`src/design/mos_pkg.sv`:
```
package mos_pkg;

    localparam int MaxSamplesDefault = 64;
    localparam int SampleWidth = 32;
    localparam int MedianWidth = 33;
    localparam int CountWidth = 7;

    typedef enum logic [2:0] {
        ST_IDLE,
        ST_SCAN,
        ST_SHIFT,
        ST_MID_A,
        ST_MID_B,
        ST_DONE
    } state_t;

    // Memory command issued by the controller to the sample store.
    typedef struct packed {
        logic        rd_en;
        logic [11:0] rd_addr;
        logic        wr_en;
        logic [11:0] wr_addr;
        logic [31:0] wr_data;
    } mem_cmd_t;

endpackage

```
`src/design/median_of_samples.sv`:
```
// Median of a set of signed Q16.16 samples.
// Input: start with sample and last_sample; an item is taken when start is
// high and busy is low. Samples are kept in ascending order in a one-port-read,
// one-port-write synchronous memory of MAX_SAMPLES entries.
// Each kept sample is inserted by walking down the memory: one read, then one
// write per entry moved; into an empty set it is written straight to entry 0.
// A dropped sample (store full) is not stored and sets the overflow flag.
// On the last item of a set, the middle entry (odd count) or the two middle
// entries (even count) are read; in the cycle after that done pulses for one
// cycle with median_twice, sample_count and overflow, and then the next item
// can be taken.
// The receiver cannot stall; the result is shown for that one cycle only.
// Reset clears the count and the overflow flag; the memory needs no clearing,
// since only entries below the count are ever read.
module median_of_samples
    import mos_pkg::*;
#(
    parameter int MAX_SAMPLES = MaxSamplesDefault
)
(
    input  logic                   clk,
    input  logic                   rst_n,
    input  logic                   start,
    input  logic [SampleWidth-1:0] sample,
    input  logic                   last_sample,
    output logic                   busy,
    output logic                   done,
    output logic [MedianWidth-1:0] median_twice,
    output logic [CountWidth-1:0]  sample_count,
    output logic                   overflow
);

    localparam int AW = (MAX_SAMPLES > 1) ? $clog2(MAX_SAMPLES) : 1;

    mem_cmd_t cmd;
    logic [SampleWidth-1:0] rd_data;

    mos_ctrl #(.MAX_SAMPLES(MAX_SAMPLES)) u_ctrl (
        .clk(clk), .rst_n(rst_n), .start(start), .sample(sample),
        .last_sample(last_sample), .rd_data(rd_data), .cmd(cmd), .busy(busy),
        .done(done), .median_twice(median_twice), .sample_count(sample_count),
        .overflow(overflow)
    );

    mos_store #(.MAX_SAMPLES(MAX_SAMPLES)) u_store (
        .clk(clk), .rd_en(cmd.rd_en), .rd_addr(cmd.rd_addr[AW-1:0]),
        .wr_en(cmd.wr_en), .wr_addr(cmd.wr_addr[AW-1:0]), .wr_data(cmd.wr_data),
        .rd_data(rd_data)
    );

endmodule

```
`src/design/mos_store.sv`:
```
module mos_store
    import mos_pkg::*;
#(
    parameter int MAX_SAMPLES = MaxSamplesDefault,
    parameter int AW = (MAX_SAMPLES > 1) ? $clog2(MAX_SAMPLES) : 1
)
(
    input  logic                   clk,
    input  logic                   rd_en,
    input  logic [AW-1:0]          rd_addr,
    input  logic                   wr_en,
    input  logic [AW-1:0]          wr_addr,
    input  logic [SampleWidth-1:0] wr_data,
    output logic [SampleWidth-1:0] rd_data
);

    logic [SampleWidth-1:0] mem [MAX_SAMPLES];

    // Single write port, single registered read port.
    // A read of the entry written in the same cycle returns the new data.
    always_ff @(posedge clk)
    begin
        if (wr_en)
        begin
            mem[wr_addr] <= wr_data;
        end
        if (rd_en)
        begin
            if (wr_en && (wr_addr == rd_addr))
            begin
                rd_data <= wr_data;
            end
            else
            begin
                rd_data <= mem[rd_addr];
            end
        end
    end

endmodule

```
`src/design/mos_ctrl.sv`:
```
module mos_ctrl
    import mos_pkg::*;
#(
    parameter int MAX_SAMPLES = MaxSamplesDefault,
    parameter int CW = $clog2(MAX_SAMPLES + 1)
)
(
    input  logic                   clk,
    input  logic                   rst_n,
    input  logic                   start,
    input  logic [SampleWidth-1:0] sample,
    input  logic                   last_sample,
    input  logic [SampleWidth-1:0] rd_data,
    output mem_cmd_t               cmd,
    output logic                   busy,
    output logic                   done,
    output logic [MedianWidth-1:0] median_twice,
    output logic [CountWidth-1:0]  sample_count,
    output logic                   overflow
);

    state_t state_reg, state_next;
    logic [CW-1:0] count_reg, count_next;
    logic [CW-1:0] pos_reg, pos_next;
    logic dropped_reg, dropped_next;
    logic last_reg, last_next;
    logic signed [SampleWidth-1:0] val_reg, val_next;
    logic signed [SampleWidth-1:0] mid_reg, mid_next;
    logic [MedianWidth-1:0] med_reg, med_next;
    logic [CW-1:0] half;
    logic odd;
    logic accept;
    logic keep;

    assign accept = start && (state_reg == ST_IDLE);
    assign keep = (count_reg < CW'(MAX_SAMPLES));
    assign half = count_reg >> 1;
    assign odd = count_reg[0];

    // Next state.
    always_comb
    begin
        state_next = state_reg;
        unique case (state_reg)
            ST_IDLE:
            begin
                if (accept)
                begin
                    if (keep && count_reg != '0)
                        state_next = ST_SCAN;
                    else if (last_sample)
                        state_next = ST_MID_A;
                end
            end
            ST_SCAN:
            begin
                if ($signed(rd_data) > val_reg)
                    state_next = ST_SHIFT;
                else if (last_reg)
                    state_next = ST_MID_A;
                else
                    state_next = ST_IDLE;
            end
            ST_SHIFT:
            begin
                if (pos_reg != '0)
                    state_next = ST_SCAN;
                else if (last_reg)
                    state_next = ST_MID_A;
                else
                    state_next = ST_IDLE;
            end
            ST_MID_A: state_next = odd ? ST_DONE : ST_MID_B;
            ST_MID_B: state_next = ST_DONE;
            ST_DONE:  state_next = ST_IDLE;
            default:  state_next = ST_IDLE;
        endcase
    end

    // Datapath and memory commands: insertion walks down, one read and one write per entry moved.
    always_comb
    begin
        count_next = count_reg;
        pos_next = pos_reg;
        dropped_next = dropped_reg;
        last_next = last_reg;
        val_next = val_reg;
        mid_next = mid_reg;
        med_next = med_reg;
        cmd = '0;
        unique case (state_reg)
            ST_IDLE:
            begin
                if (accept)
                begin
                    val_next = sample;
                    last_next = last_sample;
                    if (keep)
                    begin
                        count_next = count_reg + 1'b1;
                        pos_next = count_reg;
                        if (count_reg == '0)
                        begin
                            cmd.wr_en = 1'b1;
                            cmd.wr_addr = '0;
                            cmd.wr_data = sample;
                        end
                        else
                        begin
                            cmd.rd_en = 1'b1;
                            cmd.rd_addr = 12'(count_reg - 1'b1);
                        end
                    end
                    else
                    begin
                        dropped_next = 1'b1;
                    end
                    if (last_sample && !(keep && count_reg != '0))
                    begin
                        cmd.rd_en = 1'b1;
                        cmd.rd_addr = 12'((count_next >> 1) - CW'(!count_next[0]));
                    end
                end
            end
            ST_SCAN:
            begin
                cmd.wr_en = 1'b1;
                cmd.wr_addr = 12'(pos_reg);
                if ($signed(rd_data) > val_reg)
                begin
                    cmd.wr_data = rd_data;
                    pos_next = pos_reg - 1'b1;
                end
                else
                begin
                    cmd.wr_data = val_reg;
                    if (last_reg)
                    begin
                        cmd.rd_en = 1'b1;
                        cmd.rd_addr = 12'(half - CW'(!odd));
                    end
                end
            end
            ST_SHIFT:
            begin
                if (pos_reg != '0)
                begin
                    cmd.rd_en = 1'b1;
                    cmd.rd_addr = 12'(pos_reg - 1'b1);
                end
                else
                begin
                    cmd.wr_en = 1'b1;
                    cmd.wr_addr = '0;
                    cmd.wr_data = val_reg;
                    if (last_reg)
                    begin
                        cmd.rd_en = 1'b1;
                        cmd.rd_addr = 12'(half - CW'(!odd));
                    end
                end
            end
            ST_MID_A:
            begin
                mid_next = rd_data;
                med_next = {rd_data, 1'b0};
                if (!odd)
                begin
                    cmd.rd_en = 1'b1;
                    cmd.rd_addr = 12'(half);
                end
            end
            ST_MID_B:
            begin
                med_next = MedianWidth'({mid_reg[SampleWidth-1], mid_reg})
                    + MedianWidth'({rd_data[SampleWidth-1], rd_data});
            end
            ST_DONE:
            begin
                count_next = '0;
                dropped_next = 1'b0;
            end
            default: ;
        endcase
    end

    always_ff @(posedge clk or negedge rst_n)
    begin
        if (!rst_n)
        begin
            state_reg <= ST_IDLE;
            count_reg <= '0;
            dropped_reg <= 1'b0;
        end
        else
        begin
            state_reg <= state_next;
            count_reg <= count_next;
            dropped_reg <= dropped_next;
        end
    end

    always_ff @(posedge clk)
    begin
        pos_reg <= pos_next;
        last_reg <= last_next;
        val_reg <= val_next;
        mid_reg <= mid_next;
        med_reg <= med_next;
    end

    // Outputs.
    always_comb
    begin
        busy = (state_reg != ST_IDLE);
        done = (state_reg == ST_DONE);
        median_twice = med_reg;
        sample_count = CountWidth'(count_reg);
        overflow = dropped_reg;
    end

endmodule

```
`config.mk`:
```
export PLATFORM = sky130hd
export DESIGN_NAME = median_of_samples
export DESIGN_NICKNAME = d
export VERILOG_FILES = /design/src/design/mos_pkg.sv /design/src/design/median_of_samples.sv /design/src/design/mos_store.sv /design/src/design/mos_ctrl.sv
export SDC_FILE = /design/constraint.sdc
export NUM_CORES = 2
export LEC_CHECK = 0
export BUFFER_PORTS_ARGS = -buffer_cell sky130_fd_sc_hd__buf_2
export CORE_MARGIN = 4
export CORE_UTILIZATION = 40
export DETAILED_ROUTE_END_ITERATION = 8
export PLACE_DENSITY = 0.52
export SLEW_MARGIN = 20
export SYNTH_ARGS = -nofsm -noshare
export SYNTH_HDL_FRONTEND = slang
export SYNTH_HIERARCHICAL = 1
export SYNTH_SLANG_ARGS = --single-unit
export TNS_END_PERCENT = 50
```
`constraint.sdc`:
```
create_clock -name clk -period 9.55 [get_ports clk]
set_input_delay 0 -clock clk [delete_from_list [all_inputs] [get_ports clk]]
set_output_delay 0 -clock clk [all_outputs]
set_load 0.03 [all_outputs]
```
Word level (Yosys, flattened, before mapping)
Memory sizes are Yosys's and may differ from the RTL's. A register that Yosys moved wholly into a read port is not among the register bits.
Cells that the tools add are included.
{ "totals": {"reg_bits": 116, "memories": 1, "mem_bits_rw": 2048, "inputBits": 36, "rom_bits": 0, "output_inout_bits": 43, "latch_bits": 0} }
{ "op_classes": {"n_div": 0, "shifts": 0, "magnitude_cmp": 2, "n_reduce_logical": 19, "bitwise": 0, "addsub": 7, "eq_ne": 10, "mul": 0, "mux": 36} }
{ "mem_list": {"columns": ["name", "words", "word_bits", "rd", "rd_ports_with_merged_regs", "wr", "line_no", "source"], "rows": [
  ["u_store.mem", 64, 32, 1, 1, 1, "mos_store.sv:17", "logic [SampleWidth-1:0] mem [MAX_SAMPLES];"]
]} }
{ "op_table": {"columns": ["op", "count"], "rows": [
  ["$pmux W45 S3", 1],
  ["$mux W58", 2],
  ["$mux W45", 2],
  ["$mux W13", 6],
  ["$pmux W33 S2", 1],
  ["$pmux W13 S4", 1],
  ["$mux W7", 7],
  ["$add A32 B32 Y33", 1],
  ["$gt A32 B32 Y1", 1],
  ["$mux W32", 1],
  ["$pmux W7 S2", 2],
  ["$sub A7 B1 Y8 const B", 2],
  ["$mux W3", 5],
  ["$pmux W3 S5", 1],
  ["$reduce_bool A7 Y1", 2],
  ["$sub A6 B1 Y7", 2],
  ["$add A7 B1 Y7 const B", 1],
  ["$logic_not A7 Y1", 1],
  ["$lt A7 B7 Y1 const B", 1],
  ["$sub A7 B1 Y7 const B", 1],
  ["$eq A3 B2 Y1 const B", 2],
  ["$eq A3 B3 Y1 const B", 2],
  ["$ne A2 B1 Y1 const B", 3],
  ["$reduce_and A2 Y1", 3],
  ["13 further kinds", 23]
]} }

Logic depth before layout (Yosys ltp)
{ "logic_depth": {"word_depth": 11, "depth_mapped": 22, "mapped_depth_nobuf": 17} }

By module
Netlist, hierarchy kept.
{ "by_module_without_submodules": {"columns": ["mod", "n_inst", "seq_area_each_um2", "area_per_inst_um2", "cells_per_inst"], "rows": [
  ["mos_store", 1, 62459.9, 80302.0, 4163],
  ["mos_ctrl", 1, 3428.3, 8177.8, 840]
]} }

Worst setup path before layout
OpenSTA, ideal clock, no wires.
{ "synth_timing": {"path_kind": "reg-to-reg", "from": "register u_store.rd_data[31], read port of u_store.mem", "to": "memory u_store.mem[0][0], data pin", "t_required_ns": 8.812, "path_buffers": 0, "slack_ns": 3.986, "setup_time_ns": 0.738, "path_stages_with_launch": 9, "arrival_ns": 4.825, "cell_sequence": "edfxtp_1 ha_1 nand2_2 nor4_4 nand2_2 a2111oi_4 or4_4 nand3_2 o311ai_1"} }
{ "synth_rtl": {"columns": ["element", "line_no", "source"], "rows": [
  ["start, declared", "mos_store.sv:14", "output logic [SampleWidth-1:0] rd_data"],
  ["end, declared", "mos_store.sv:17", null]
]} }

==> impl_metrics.json <==
{
  "antenna_found_initial": 14,
  "fmax_ghz": 0.150,
  "hold_depth": 2,
  "die_x_um": 478,
  "maxCapViolCount": 0,
  "slew_violations": 0,
  "initial_core_util": 0.402,
  "grt_pass1_wl_mm": 371,
  "ir_worst_vdd_uv": 321,
  "fp.dieH_um": 478,
  "cts_max_path_buffers": 3,
  "vias_per_cell": 5.81,
  "max_slew_margin": 0.266,
  "fin_skew_ns": 0.0400,
  "drive_above_1_share": 0.150,
  "power_density_nw_per_um2": 371,
  "synth_fp_nets": 5088,
  "tightest_slew_ns": 1.10,
  "design_area_um2": 101000,
  "dr.pass1.iters": 8,
  "hold_class": "in -> reg",
  "avgSynthCellArea_um2": 17.7,
  "min_period_ns": 6.68,
  "cts_buffers": 223,
  "overflow": 0,
  "gp_congestion": 0.854,
  "top_register": "u_store/mem",
  "rsz0062_at_grt": "no",
  "yosys_warnings": 6,
  "finalNetCount": 5339,
  "post_cts_resized": 0,
  "dieArea_um2": 228000,
  "drt_first_iter_violations": 5935,
  "worst-r2r-setup-slack_ns": 2.87,
  "avgRoutedWirePerCell_um": 31.6,
  "postSynthCellCount": 4979,
  "cp-end-kind": "flip-flop",
  "grt_usage": 0.227,
  "largest_reg_flops": 2048,
  "routed_wl_mm": 265,
  "critPathKind": "reg -> reg",
  "outcome": "finished, final reports clean",
  "num_vias": 48800,
  "grt_pass1_vias": 46900,
  "clk_latency_ns": 0.88,
  "syn-cell-area_um2": 88300,
  "drcViolationCount": 0,
  "start_kind": "flip-flop",
  "ant_nets": 0,
  "post_cts.repair.setup_buffers": 0,
  "dp_hpwl_mm": 145,
  "port_buffers": 78,
  "leakagePower_nw": 31.8,
  "setup_viol": 0,
  "setup_ws_ns": 2.87,
  "io_pins": 79,
  "finalHoldViolations": 0,
  "h-tree-depth": 4,
  "arrival_ns": 7.28,
  "critical_path_required_ns": 10.15,
  "clockRootBuffer": "clkbuf_16",
  "dpl_cell_area_um2": 93300,
  "fin_setup_tns_ns": 0,
  "path_clk_slew_ns": 0.06,
  "cts_tree": "yes",
  "rows": 172,
  "pre_cts_ws_ns": 2.95,
  "reg2reg_depth": 17,
  "cts_hold_buf": 68,
  "grt_max_degree": 119,
  "cts.sinks": 2196,
  "area_growth_pct": 14.4,
  "finalCritPeriodShare": 0.699,
  "fp.coreArea_um2": 220000,
  "crit_fanout": 66
}
-- placed cells by master, fill, tap and decap left out, types with 16 or more instances in the layout --
cell / n
buf_2: 78
inv_1: 65
buf_4: 134
clkbuf_16: 228
xor2_1: 19
mux2i_1: 818
mux4_2: 136
a32oi_1: 32
edfxtp_1: 2185
a21oi_1: 117
nor2_4: 64
nand4_1: 49
xnor2_1: 23
bufinv_16: 16
clkinv_1: 59
a22oi_1: 395
and2_0: 28
clkinv_2: 34
ha_1: 72
a221o_2: 29
nand2_1: 181
nor2_1: 56
nand3_1: 143
o21ai_0: 51
clkbuf_1: 63
buf_12: 18
dlygate4sd3_1: 68
-- power by group --
group / leakage, nW / switching (mW) / internal [mW]
combinational: 8.17 / 11.0 / 4.46
clock: 3.43 / 3.67 / 4.81
sequential: 20.2 / 0.342 / 13.3
-- layout make-up --
| cell class | instances | area, um2 |
|---|---|---|
| Fill cell | 18600 | 119000 |
| Sequential cell | 2196 | 65900 |
| Multi-Input combinational cell | 2433 | 21600 |
| Clock buffer | 293 | 5970 |
| Tap cell | 2958 | 3700 |
| Timing Repair Buffer | 310 | 2570 |
| Clock inverter | 123 | 1050 |
| Inverter | 66 | 248 |
| Antenna cell | 11 | 27.5 |
-- metal layers --
layer | track usage | routed length, um | vias up
li1 | - | - | 20700
met1 | 0.333 | 116000 | 25800
met2 | 0.345 | 120000 | 2025
met3 | 0.0478 | 22300 | 322
met4 | 0.0590 | 6490 | 0
met5 | 0 | 0 | -
-- worst max-delay path, cell delays in order (launching register included) --
cell,delay [ns]
edfxtp_1,0.73
ha_1,0.35
nand4_1,0.15
nor4_4,0.08
a221oi_1,0.26
o31ai_1,0.19
or4_4,0.57
nand3_2,0.22
o2111ai_1,0.20
nand2_4,0.62
buf_4,0.58
buf_12,0.45
mux4_2,0.58
mux2i_1,0.49
a22oi_2,0.17
buf_6,0.19
a32oi_1,0.22
nand2_1,0.08
-- per-stage QoR --
stage / util / power [mW] / std cells / hold WS (ns)
floorplan: - / 22.4 / 4979 / -0.296
global placement: 0.424 / 28.9 / 7882 / -0.0952
detailed placement: 0.425 / 29.1 / 7893 / -0.0913
CTS: 0.460 / 37.6 / 8377 / 0.0117
global route: 0.460 / 38.9 / 8385 / 0.0514
finish: 0.460 / 37.6 / 8390 / 0.0746
-- path summary, 6_finish.rpt --
kind | from | endpoint
max in group asynchronous | rst_n | u_ctrl/sample_count[2]
hold reg to reg | u_ctrl/overflow | u_ctrl/overflow
setup / recovery | u_store/rd_data[22] | u_store/rd_data[3]
hold / removal | sample[30] | u_ctrl/val_reg[30]
setup reg to reg | u_store/rd_data[22] | u_store/rd_data[3]
min in group asynchronous | rst_n | u_ctrl/overflow
Power figures use the tool's default switching activity.
